`src/sv/ppdr_pkg.sv`:
```
// Shared types, constants, control store and arc-tangent table for the pose dead-reckoning block.
package ppdr_pkg;

    localparam int ANGLE_BITS_DEF = 16;
    localparam int TRIG_ITER_DEF  = 16;

    // Datapath widths
    localparam int CW = 32;   // CORDIC x and y, Q2.30
    localparam int ZW = 34;   // CORDIC residual angle
    localparam int MW = 33;   // multiplier operand width
    localparam int PW = 2 * MW;

    localparam logic signed [CW-1:0] CORDIC_GAIN = 32'sd652032874;

    // Microprogram step addresses
    localparam int STEP_W = 3;
    typedef logic [STEP_W-1:0] t_step;

    localparam t_step ST_MUL_RATE = 3'd0;
    localparam t_step ST_MUL_LIN  = 3'd1;
    localparam t_step ST_CINIT    = 3'd2;
    localparam t_step ST_CITER    = 3'd3;
    localparam t_step ST_MUL_COS  = 3'd4;
    localparam t_step ST_ACC_X    = 3'd5;
    localparam t_step ST_ACC_Y    = 3'd6;
    localparam t_step ST_FINISH   = 3'd7;

    // Multiplier operand selection
    typedef logic [2:0] t_mul_sel;

    localparam t_mul_sel MUL_NONE = 3'd0;
    localparam t_mul_sel MUL_RATE = 3'd1;
    localparam t_mul_sel MUL_LIN  = 3'd2;
    localparam t_mul_sel MUL_COS  = 3'd3;
    localparam t_mul_sel MUL_SIN  = 3'd4;

    // Configuration register indexes
    localparam int CFG_IDX_W = 2;
    typedef logic [CFG_IDX_W-1:0] t_cfg_idx;

    localparam t_cfg_idx CFG_START_X       = 2'd0;
    localparam t_cfg_idx CFG_START_Y       = 2'd1;
    localparam t_cfg_idx CFG_START_HEADING = 2'd2;

    typedef struct packed {
        t_mul_sel mul_sel;
        logic     ang_upd;
        logic     dist_ld;
        logic     cinit;
        logic     citer;
        logic     acc_x;
        logic     acc_y;
        logic     fin;
        logic     jmp;
        t_step    target;
    } t_ctrl;

    typedef struct packed {
        logic  start;
        t_step start_step;
        logic  iter_last;
        logic  out_free;
    } t_seq_stat;

    function automatic t_ctrl ctrl_rom(input t_step step);
        t_ctrl w;
        w = '0;
        case (step)
            ST_MUL_RATE: begin
                w.mul_sel = MUL_RATE;
            end
            ST_MUL_LIN: begin
                w.mul_sel = MUL_LIN;
                w.ang_upd = 1'b1;
            end
            ST_CINIT: begin
                w.dist_ld = 1'b1;
                w.cinit   = 1'b1;
            end
            ST_CITER: begin
                w.citer  = 1'b1;
                w.jmp    = 1'b1;
                w.target = ST_CITER;
            end
            ST_MUL_COS: begin
                w.mul_sel = MUL_COS;
            end
            ST_ACC_X: begin
                w.acc_x   = 1'b1;
                w.mul_sel = MUL_SIN;
            end
            ST_ACC_Y: begin
                w.acc_y = 1'b1;
            end
            ST_FINISH: begin
                w.fin = 1'b1;
            end
            default: begin
                w = '0;
            end
        endcase
        return w;
    endfunction

    // atan(2^-i) as a fraction of a 32-bit turn
    function automatic logic [31:0] atan_turn(input logic [4:0] idx);
        logic [31:0] v;
        case (idx)
            5'd0:    v = 32'd536870912;
            5'd1:    v = 32'd316933406;
            5'd2:    v = 32'd167458907;
            5'd3:    v = 32'd85004756;
            5'd4:    v = 32'd42667331;
            5'd5:    v = 32'd21354465;
            5'd6:    v = 32'd10679838;
            5'd7:    v = 32'd5340245;
            5'd8:    v = 32'd2670163;
            5'd9:    v = 32'd1335087;
            5'd10:   v = 32'd667544;
            5'd11:   v = 32'd333772;
            5'd12:   v = 32'd166886;
            5'd13:   v = 32'd83443;
            5'd14:   v = 32'd41721;
            5'd15:   v = 32'd20860;
            5'd16:   v = 32'd10430;
            5'd17:   v = 32'd5215;
            5'd18:   v = 32'd2607;
            5'd19:   v = 32'd1303;
            5'd20:   v = 32'd651;
            5'd21:   v = 32'd325;
            5'd22:   v = 32'd162;
            5'd23:   v = 32'd81;
            default: v = 32'd0;
        endcase
        return v;
    endfunction

endpackage

```
`src/sv/ppdr_seq.sv`:
```
// Microprogram sequencer: step counter, control store lookup and conditional jumps.
module ppdr_seq (
    input  logic                i_clk,
    input  logic                i_rst_n,
    input  ppdr_pkg::t_seq_stat i_stat,
    output ppdr_pkg::t_ctrl     o_ctrl,
    output logic                o_busy
);

    ppdr_pkg::t_step r_step;
    ppdr_pkg::t_step n_step;
    logic            r_run;
    logic            n_run;
    ppdr_pkg::t_ctrl rom_word;

    assign rom_word = ppdr_pkg::ctrl_rom(r_step);
    assign o_ctrl   = r_run ? rom_word : '0;
    assign o_busy   = r_run;

    always_comb begin
        n_step = r_step;
        n_run  = r_run;
        if (i_stat.start) begin
            n_step = i_stat.start_step;
            n_run  = 1'b1;
        end else if (r_run) begin
            if (rom_word.fin) begin
                // hold on the last step until the output register frees up
                if (i_stat.out_free) begin
                    n_run = 1'b0;
                end
            end else if (rom_word.jmp && !i_stat.iter_last) begin
                n_step = rom_word.target;
            end else begin
                n_step = r_step + 1'b1;
            end
        end
    end

    always_ff @(posedge i_clk) begin
        if (!i_rst_n) begin
            r_step <= ppdr_pkg::ST_FINISH;
            r_run  <= 1'b0;
        end else begin
            r_step <= n_step;
            r_run  <= n_run;
        end
    end

endmodule

```
`src/sv/planar_pose_dead_reckoning.sv`:
```
// Top level of the planar pose dead-reckoning block: handshakes, datapath and output register.
// Usage
//   Input channel (i_s_axis_*): one tick item per handshake; tuser carries the mode
//   (0 integrate, 1 reload the start pose), tdata active, elapsed time, linear speed
//   and turn rate. Every item yields exactly one result item on o_m_axis_* holding
//   x, y and heading after the tick. Configuration channel (i_cfg_*): writes start_x,
//   start_y and start_heading; always ready; takes effect at the next reload.
// Steps and item flow
//   An integrating item that is active after an active tick runs the microprogram:
//   two multiplies, a CORDIC setup step, TRIG_ITERATIONS shift-add steps, a cosine
//   multiply, a step that adds the x move while forming the sine product, one that
//   adds the y move and a final step; any other item goes straight to the final
//   step. The shared multiplier and the CORDIC loop set this sequence. One item is
//   worked on at a time and the next is accepted the cycle after the result enters
//   the output register.
// Reset and stalls
//   Synchronous active-low reset zeroes the start registers and pose and empties the
//   output register. A stalled receiver holds its result; a new item may still be
//   accepted and worked on, and it waits on its last step until the register frees up.
module planar_pose_dead_reckoning #(
    parameter int ANGLE_BITS      = ppdr_pkg::ANGLE_BITS_DEF,
    parameter int TRIG_ITERATIONS = ppdr_pkg::TRIG_ITER_DEF
) (
    input  logic                           i_clk,
    input  logic                           i_rst_n,
    // input items
    input  logic                           i_s_axis_tvalid,
    output logic                           o_s_axis_tready,
    // [0] active, [16:1] elapsed, [32:17] lin_speed, [48:33] turn_rate, [55:49] zero
    input  logic [55:0]                    i_s_axis_tdata,
    // [0] mode
    input  logic                           i_s_axis_tuser,
    // result items
    output logic                           o_m_axis_tvalid,
    input  logic                           i_m_axis_tready,
    // [31:0] pos_x, [63:32] pos_y, [79:64] heading
    output logic [79:0]                    o_m_axis_tdata,
    // configuration writes
    input  logic                           i_cfg_valid,
    output logic                           o_cfg_ready,
    input  logic [ppdr_pkg::CFG_IDX_W-1:0] i_cfg_index,
    input  logic [31:0]                    i_cfg_data
);

    localparam int AB = ANGLE_BITS;
    localparam int IW = (TRIG_ITERATIONS > 1) ? $clog2(TRIG_ITERATIONS) : 1;
    localparam int CW = ppdr_pkg::CW;
    localparam int ZW = ppdr_pkg::ZW;
    localparam int MW = ppdr_pkg::MW;
    localparam int PW = ppdr_pkg::PW;

    // unpack the input item
    logic               in_active;
    logic [15:0]        in_elapsed;
    logic signed [15:0] in_lin;
    logic signed [15:0] in_rate;
    logic               in_mode;
    logic               in_acc;

    assign in_active  = i_s_axis_tdata[0];
    assign in_elapsed = i_s_axis_tdata[16:1];
    assign in_lin     = i_s_axis_tdata[32:17];
    assign in_rate    = i_s_axis_tdata[48:33];
    assign in_mode    = i_s_axis_tuser;

    // configuration registers
    logic [31:0] r_start_x;
    logic [31:0] r_start_y;
    logic [15:0] r_start_h;

    // pose state
    logic [31:0]   r_x;
    logic [31:0]   r_y;
    logic [AB-1:0] r_angle;
    logic          r_prev_active;

    // latched tick fields
    logic [15:0]        r_elapsed;
    logic signed [15:0] r_lin;
    logic signed [15:0] r_rate;

    // shared datapath
    logic signed [PW-1:0] r_prod;
    logic signed [MW-1:0] r_dist;
    logic signed [CW-1:0] r_cx;
    logic signed [CW-1:0] r_cy;
    logic signed [ZW-1:0] r_cz;
    logic                 r_neg;
    logic [IW-1:0]        r_iter;

    // output register
    logic        r_out_valid;
    logic [31:0] r_out_x;
    logic [31:0] r_out_y;
    logic [15:0] r_out_h;

    ppdr_pkg::t_ctrl     ctrl;
    ppdr_pkg::t_seq_stat stat;
    logic                busy;
    logic                out_free;
    logic                iter_last;

    ppdr_seq u_seq (
        .i_clk   (i_clk),
        .i_rst_n (i_rst_n),
        .i_stat  (stat),
        .o_ctrl  (ctrl),
        .o_busy  (busy)
    );

    assign o_s_axis_tready = !busy;
    assign in_acc          = i_s_axis_tvalid && o_s_axis_tready;
    assign out_free        = !r_out_valid || i_m_axis_tready;
    assign iter_last       = (r_iter == IW'(TRIG_ITERATIONS - 1));

    always_comb begin
        stat.start      = in_acc;
        stat.start_step = (!in_mode && in_active && r_prev_active) ?
                          ppdr_pkg::ST_MUL_RATE : ppdr_pkg::ST_FINISH;
        stat.iter_last  = iter_last;
        stat.out_free   = out_free;
    end

    // heading widths are parameter dependent; go through a wide zero-extended copy
    logic [39:0]   start_h_ext;
    logic [39:0]   angle_ext;
    logic [AB-1:0] start_angle;

    assign start_h_ext = 40'(r_start_h);
    assign start_angle = start_h_ext[AB-1:0];
    assign angle_ext   = 40'(r_angle);

    // multiplier operand selection
    logic signed [MW-1:0] mul_a;
    logic signed [MW-1:0] mul_b;
    logic signed [MW-1:0] cx_ext;
    logic signed [MW-1:0] cy_ext;

    assign cx_ext = MW'(r_cx);
    assign cy_ext = MW'(r_cy);

    always_comb begin
        mul_a = MW'(signed'({1'b0, r_elapsed}));
        mul_b = '0;
        case (ctrl.mul_sel)
            ppdr_pkg::MUL_RATE: mul_b = MW'(r_rate);
            ppdr_pkg::MUL_LIN:  mul_b = MW'(r_lin);
            ppdr_pkg::MUL_COS: begin
                mul_a = r_dist;
                mul_b = r_neg ? -cx_ext : cx_ext;
            end
            ppdr_pkg::MUL_SIN: begin
                mul_a = r_dist;
                mul_b = r_neg ? -cy_ext : cy_ext;
            end
            default: mul_b = '0;
        endcase
    end

    // heading step: product over 65536, rounded half up
    logic signed [PW-1:0] ang_sum;
    logic signed [PW-1:0] ang_sh;
    logic [AB-1:0]        ang_next;

    assign ang_sum  = r_prod + PW'(32768);
    assign ang_sh   = ang_sum >>> 16;
    assign ang_next = r_angle + ang_sh[AB-1:0];

    // CORDIC start: scale heading to a 32-bit turn, fold into the right half plane
    logic [31:0] turn;
    logic [31:0] turn_chk;
    logic        fold;
    logic [31:0] turn_fold;

    assign turn      = {r_angle, {(32 - AB){1'b0}}};
    assign turn_chk  = turn + 32'h4000_0000;
    assign fold      = turn_chk[31];
    assign turn_fold = fold ? (turn + 32'h8000_0000) : turn;

    // one CORDIC rotation step
    logic signed [CW-1:0] cx_sh;
    logic signed [CW-1:0] cy_sh;
    logic signed [ZW-1:0] atan_z;

    assign cx_sh  = r_cx >>> r_iter;
    assign cy_sh  = r_cy >>> r_iter;
    assign atan_z = signed'(ZW'(ppdr_pkg::atan_turn(5'(r_iter))));

    // displacement: product over 2^38, rounded half up, then saturating add
    logic signed [PW-1:0] disp_sum;
    logic signed [PW-1:0] disp;
    logic [31:0]          x_next;
    logic [31:0]          y_next;

    assign disp_sum = r_prod + (PW'(1) <<< 37);
    assign disp     = disp_sum >>> 38;

    function automatic logic [31:0] sat_add(input logic [31:0] acc, input logic [33:0] d);
        logic [33:0] s;
        s = {{2{acc[31]}}, acc} + d;
        if (s[33:31] == 3'b000 || s[33:31] == 3'b111) begin
            return s[31:0];
        end else if (s[33]) begin
            return 32'h8000_0000;
        end else begin
            return 32'h7FFF_FFFF;
        end
    endfunction

    assign x_next = sat_add(r_x, disp[33:0]);
    assign y_next = sat_add(r_y, disp[33:0]);

    // configuration writes
    assign o_cfg_ready = 1'b1;

    always_ff @(posedge i_clk) begin
        if (!i_rst_n) begin
            r_start_x <= '0;
            r_start_y <= '0;
            r_start_h <= '0;
        end else if (i_cfg_valid) begin
            case (i_cfg_index)
                ppdr_pkg::CFG_START_X:       r_start_x <= i_cfg_data;
                ppdr_pkg::CFG_START_Y:       r_start_y <= i_cfg_data;
                ppdr_pkg::CFG_START_HEADING: r_start_h <= i_cfg_data[15:0];
                default: ;  // drop writes beyond the register list
            endcase
        end
    end

    // pose state
    always_ff @(posedge i_clk) begin
        if (!i_rst_n) begin
            r_x           <= '0;
            r_y           <= '0;
            r_angle       <= '0;
            r_prev_active <= 1'b0;
        end else begin
            if (in_acc) begin
                if (in_mode) begin
                    // reload the start pose, keep prev_active
                    r_x     <= r_start_x;
                    r_y     <= r_start_y;
                    r_angle <= start_angle;
                end else begin
                    r_prev_active <= in_active;
                end
            end
            if (ctrl.ang_upd) begin
                r_angle <= ang_next;
            end
            if (ctrl.acc_x) begin
                r_x <= x_next;
            end
            if (ctrl.acc_y) begin
                r_y <= y_next;
            end
        end
    end

    // tick latch and shared datapath
    always_ff @(posedge i_clk) begin
        if (in_acc) begin
            r_elapsed <= in_elapsed;
            r_lin     <= in_lin;
            r_rate    <= in_rate;
        end
        if (ctrl.mul_sel != ppdr_pkg::MUL_NONE) begin
            r_prod <= mul_a * mul_b;
        end
        if (ctrl.dist_ld) begin
            r_dist <= r_prod[MW-1:0];
        end
        if (ctrl.cinit) begin
            r_cx   <= ppdr_pkg::CORDIC_GAIN;
            r_cy   <= '0;
            r_cz   <= ZW'(signed'(turn_fold));
            r_neg  <= fold;
            r_iter <= '0;
        end
        if (ctrl.citer) begin
            if (!r_cz[ZW-1]) begin
                r_cx <= r_cx - cy_sh;
                r_cy <= r_cy + cx_sh;
                r_cz <= r_cz - atan_z;
            end else begin
                r_cx <= r_cx + cy_sh;
                r_cy <= r_cy - cx_sh;
                r_cz <= r_cz + atan_z;
            end
            r_iter <= r_iter + 1'b1;
        end
    end

    // output register
    always_ff @(posedge i_clk) begin
        if (!i_rst_n) begin
            r_out_valid <= 1'b0;
        end else if (ctrl.fin && out_free) begin
            r_out_valid <= 1'b1;
        end else if (i_m_axis_tready) begin
            r_out_valid <= 1'b0;
        end
    end

    always_ff @(posedge i_clk) begin
        if (ctrl.fin && out_free) begin
            r_out_x <= r_x;
            r_out_y <= r_y;
            r_out_h <= angle_ext[15:0];
        end
    end

    assign o_m_axis_tvalid = r_out_valid;
    assign o_m_axis_tdata  = {r_out_h, r_out_y, r_out_x};

endmodule

```
`config.mk`:
```
export PLATFORM = sky130hd
export DESIGN_NAME = planar_pose_dead_reckoning
export DESIGN_NICKNAME = d
export VERILOG_FILES = /design/src/sv/ppdr_pkg.sv /design/src/sv/ppdr_seq.sv /design/src/sv/planar_pose_dead_reckoning.sv
export SDC_FILE = /design/constraint.sdc
export NUM_CORES = 2
export LEC_CHECK = 0
export ABC_AREA = 1
export BUFFER_PORTS_ARGS = -buffer_cell sky130_fd_sc_hd__buf_2
export CAP_MARGIN = 25
export CORE_MARGIN = 2
export CORE_UTILIZATION = 66
export CTS_CLUSTER_DIAMETER = 80
export DETAILED_ROUTE_END_ITERATION = 10
export GPL_TIMING_DRIVEN = 1
export PLACE_DENSITY = 0.83
export SYNTH_ARGS = -nofsm -noshare
export SYNTH_HDL_FRONTEND = slang
export SYNTH_SLANG_ARGS = --single-unit
```
`constraint.sdc`:
```
create_clock -name i_clk -period 11.2 [get_ports i_clk]
set_input_delay 1.68 -clock i_clk [delete_from_list [all_inputs] [get_ports i_clk]]
set_output_delay 1.68 -clock i_clk [all_outputs]
set_load 0.005 [all_outputs]
```
==> metrics <==
result of the run complete, no violations; total negative slack 0 ns; data arrival time of the critical path between 10 and 15 ns; Register Area 13700 µm²; worst relative slew slack 30.1%; detailed-route vias per instance a little under 6; sequential area share after synthesis 17.8%; most used flip-flop cell after synthesis sky130_fd_sc_hd__edfxtp_1; maximum achievable frequency roughly 94 MHz; total number of placement rows 125; first-pass GRT wire length about 370000 µm; fraction of layout cells with a size suffix above 1 just over 6%; final RePlAce weighted congestion 1.01; worst skew pair latency roughly 0.7 ns; area of the mapped netlist slightly below 80000 µm²; PD cells 85.3 nW/µm²; Seq cells post-synth 522; final core occ 70.1%; setup violators final 0; post-synthesis net count ~12000; worst-case clock skew ~0.051 ns; count of endpoints failing hold in the final timing report 0; number of standard cells after synthesis 9926; maximum fanout encountered on the critical timing path 30; average size of a mapped cell ~7.8 µm²; Flop pwr share roughly a third; minimum hold slack between 0.4 and 0.5 ns; sw frac between 30% and 40%; total number of nets in the final design 11600; Max IR drop VDD around 0.16 mV; clock tree from TritonCTS built; number of unique standard cell types used by synthesis 71; Top Ports about 180; share of flip-flops with an asynchronous set or reset 0%; critical path required time approximately 12 ns; placeable core region 116000 µm²; r2r startpoint r_cy[1]; detailed-router iteration count before antenna repair 7; height of the die roughly 350 µm; Post-CTS Hold Fix Bufs 0; remaining antenna violation count after routing 0; Hold Path Class register to register; H-tree depth reported by CTS 2; Port Buf Inserts 170; Worst setup startpoint r_cy[1]; number of warnings reported in the yosys synthesis log 0; Period Utilization, post-route between 90 and 100%; relative area change from synthesis to final layout 5.49%; Worst R2R Setup Slack ~0.59 ns; Switch Pwr 2.75 mW; initial core utilization 66.4%; final max-slew violation count 0; number of buffers inserted during clock tree synthesis between 50 and 60; antenna violations before repair 8; sum of routed wire length over all layers roughly 230000 µm; part of the power in the clock network roughly 30%; kind of end point of the critical path register; clk sink count roughly 520; HPWL after detailed placement ~190000 µm; post-DR wirelength/cell between 20 and 25 µm; Register-to-Register Path Depth 39; max capacitance violation total 0; CTS clock-pin slew for the worst setup and hold paths roughly 0.07 ns; die area roughly 120000 µm²; number of DRC markers after the initial detailed-route iteration around 7400; category of the critical setup timing path register to register; CTS max path bufs 3; Reg-to-Reg End r_prod[64]; largest incremental delay on the critical path between 0.6 and 0.7 ns; setup repair after global routing missed its margin no; post-detailed-route DRC marker count 0; root buf cell sky130_fd_sc_hd__clkbuf_16; Fill cells between 9000 and 10000; leakage component of the power 43.4 nW; hold_sp r_prod[9]; via count of the first global-routing pass 67200; most repeated library cell on the critical path sky130_fd_sc_hd__fa_1; overall routing resource usage about 39%; Endpoint, Worst Hold r_dist[9]; Internal 4.18 mW; Die W 345 µm; proportion of power drawn by combinational gates between 30% and 40%; area taken by multi-input logic gates approximately 53000 µm²; pin count of the biggest net entering global routing between 100 and 150; startpoint class of the critical path register; worst-margin pin slew about 1.0 ns; critical-path cell with the highest stage delay sky130_fd_sc_hd__fa_1; Post-synth EDFFs 326; overflow left after global routing 0; worst hold path stage count 0; Min Clock Period, post-route 10.61 ns; number of vias after detailed routing 67300
## layout make-up
cell class                 count  area share, %
multi-input combinational   6782           65.4
sequential                   522           16.9
inverter                    2259           10.5
tap                         1524           2.35
timing repair buffer         292           2.35
clock buffer                  68           2.00
clock inverter                42          0.546
antenna                        5         0.0154
## kinds of logic (layout without fill, tap and decap cells)
logic type / Yosys count / after routing / share of synthesized area, %
other: 1 / 6 / 0.00487
and+or+nand+nor: 3648 / 3648 / 19.7
buffers and inverters: 2622 / 2661 / 13.4
adders and majority gates: 1561 / 1561 / 36.6
AOI/OAI and AO/OA: 1308 / 1308 / 9.44
xor gates and xnor gates: 264 / 264 / 3.01
DFF: 522 / 522 / 17.8
## registers in the layout, summed over array words and instances (netlist names), 30 cells and up
name and cells:
atan_z 30, r_cx 32, r_cy 32, r_cz 34, r_dist 33, r_out_x 32, r_out_y 32, r_prod 62
r_start_x 32, r_start_y 32, r_x 32, r_y 32
## what timing repair did
item / in CTS / in global routing
buffers inserted: 0 / 0
setup endpoints to repair: 0 / 1
resized for setup: 0 / 1
hold endpoints to repair: 0 / 0
## cell usage after synthesis, types with 85 or more instances
cell type | number | area, µm²
sky130_fd_sc_hd__nand3_1 | 490 | 2450
sky130_fd_sc_hd__xnor2_1 | 85 | 744
sky130_fd_sc_hd__a21oi_1 | 565 | 2830
sky130_fd_sc_hd__nand2_1 | 2362 | 8870
sky130_fd_sc_hd__xor2_1 | 178 | 1560
sky130_fd_sc_hd__nor2_1 | 502 | 1880
sky130_fd_sc_hd__ha_1 | 410 | 5130
sky130_fd_sc_hd__fa_1 | 1151 | 23000
sky130_fd_sc_hd__clkbuf_1 | 113 | 424
sky130_fd_sc_hd__o21ai_0 | 432 | 2160
sky130_fd_sc_hd__buf_2 | 196 | 981
sky130_fd_sc_hd__inv_1 | 2220 | 8330
sky130_fd_sc_hd__dfxtp_1 | 196 | 3920
sky130_fd_sc_hd__edfxtp_1 | 326 | 9790
## per-layer routing
metal	vias to the layer above	wire, µm	global-route usage [%]
met4	14	16300	23.1
met1	32200	86200	50.1
met3	832	25800	8.56
met5	-	104	0
li1	30400	-	-
met2	3906	105000	61.7
## critical path, delay by kind of cell, from the launching register on
| kind | cells | cell delay [ns] |
|---|---|---|
| compound gates | 7 | 1.67 |
| xor+xnor | 1 | 0.18 |
| fa+ha+maj | 10 | 4.89 |
| buf+inv | 9 | 1.15 |
| flops | 1 | 0.54 |
| simple gates | 12 | 1.83 |
## worst max path at each step
stage,end,slack [ns],cells after the start
final,r_prod[64],0.59,39
after CTS,r_prod[64],0.53,39
after floorplan,r_prod[60],2.18,33
after detailed placement,r_prod[64],0.61,39
after global placement,r_prod[64],0.79,39
after global routing,r_prod[64],0.32,39
## power groups by stage
stage | logic [mW] | registers [mW] | clock network (mW)
global placement | 2.41 | 2.33 | 0
CTS | 2.49 | 2.30 | 2.08
floorplan | 1.72 | 2.30 | 0
detailed placement | 2.48 | 2.34 | 0
finish | 2.57 | 2.30 | 2.06
global route | 2.81 | 2.31 | 2.15
## through the flow
step	std cells	power (mW)	area (µm²)	worst slack (ns)
after floorplan	9926	4.02	77000	2.18
after global placement	11400	4.74	78900	0.793
after detailed placement	11400	4.81	78900	0.610
after CTS	11500	6.87	81000	0.531
after global routing	11500	7.27	81200	0.324
final	11500	6.93	81200	0.590
## layout by cell type, fill, tap and decap left out, drive strengths merged, types with 25 or more instances in the layout
cell       n
clkinv    25
a21o      40
edfxtp   326
o21bai    46
buf      292
o21ai    485
xnor2     85
nor2     549
clkbuf    68
inv     2272
a21oi    566
o211ai    32
nand4     52
nand2   2388
xor2     179
a31oi     33
ha       410
fa      1151
dfxtp    196
nor3      78
nand3    509
o21a      40
(Power assumes the default switching activity.)
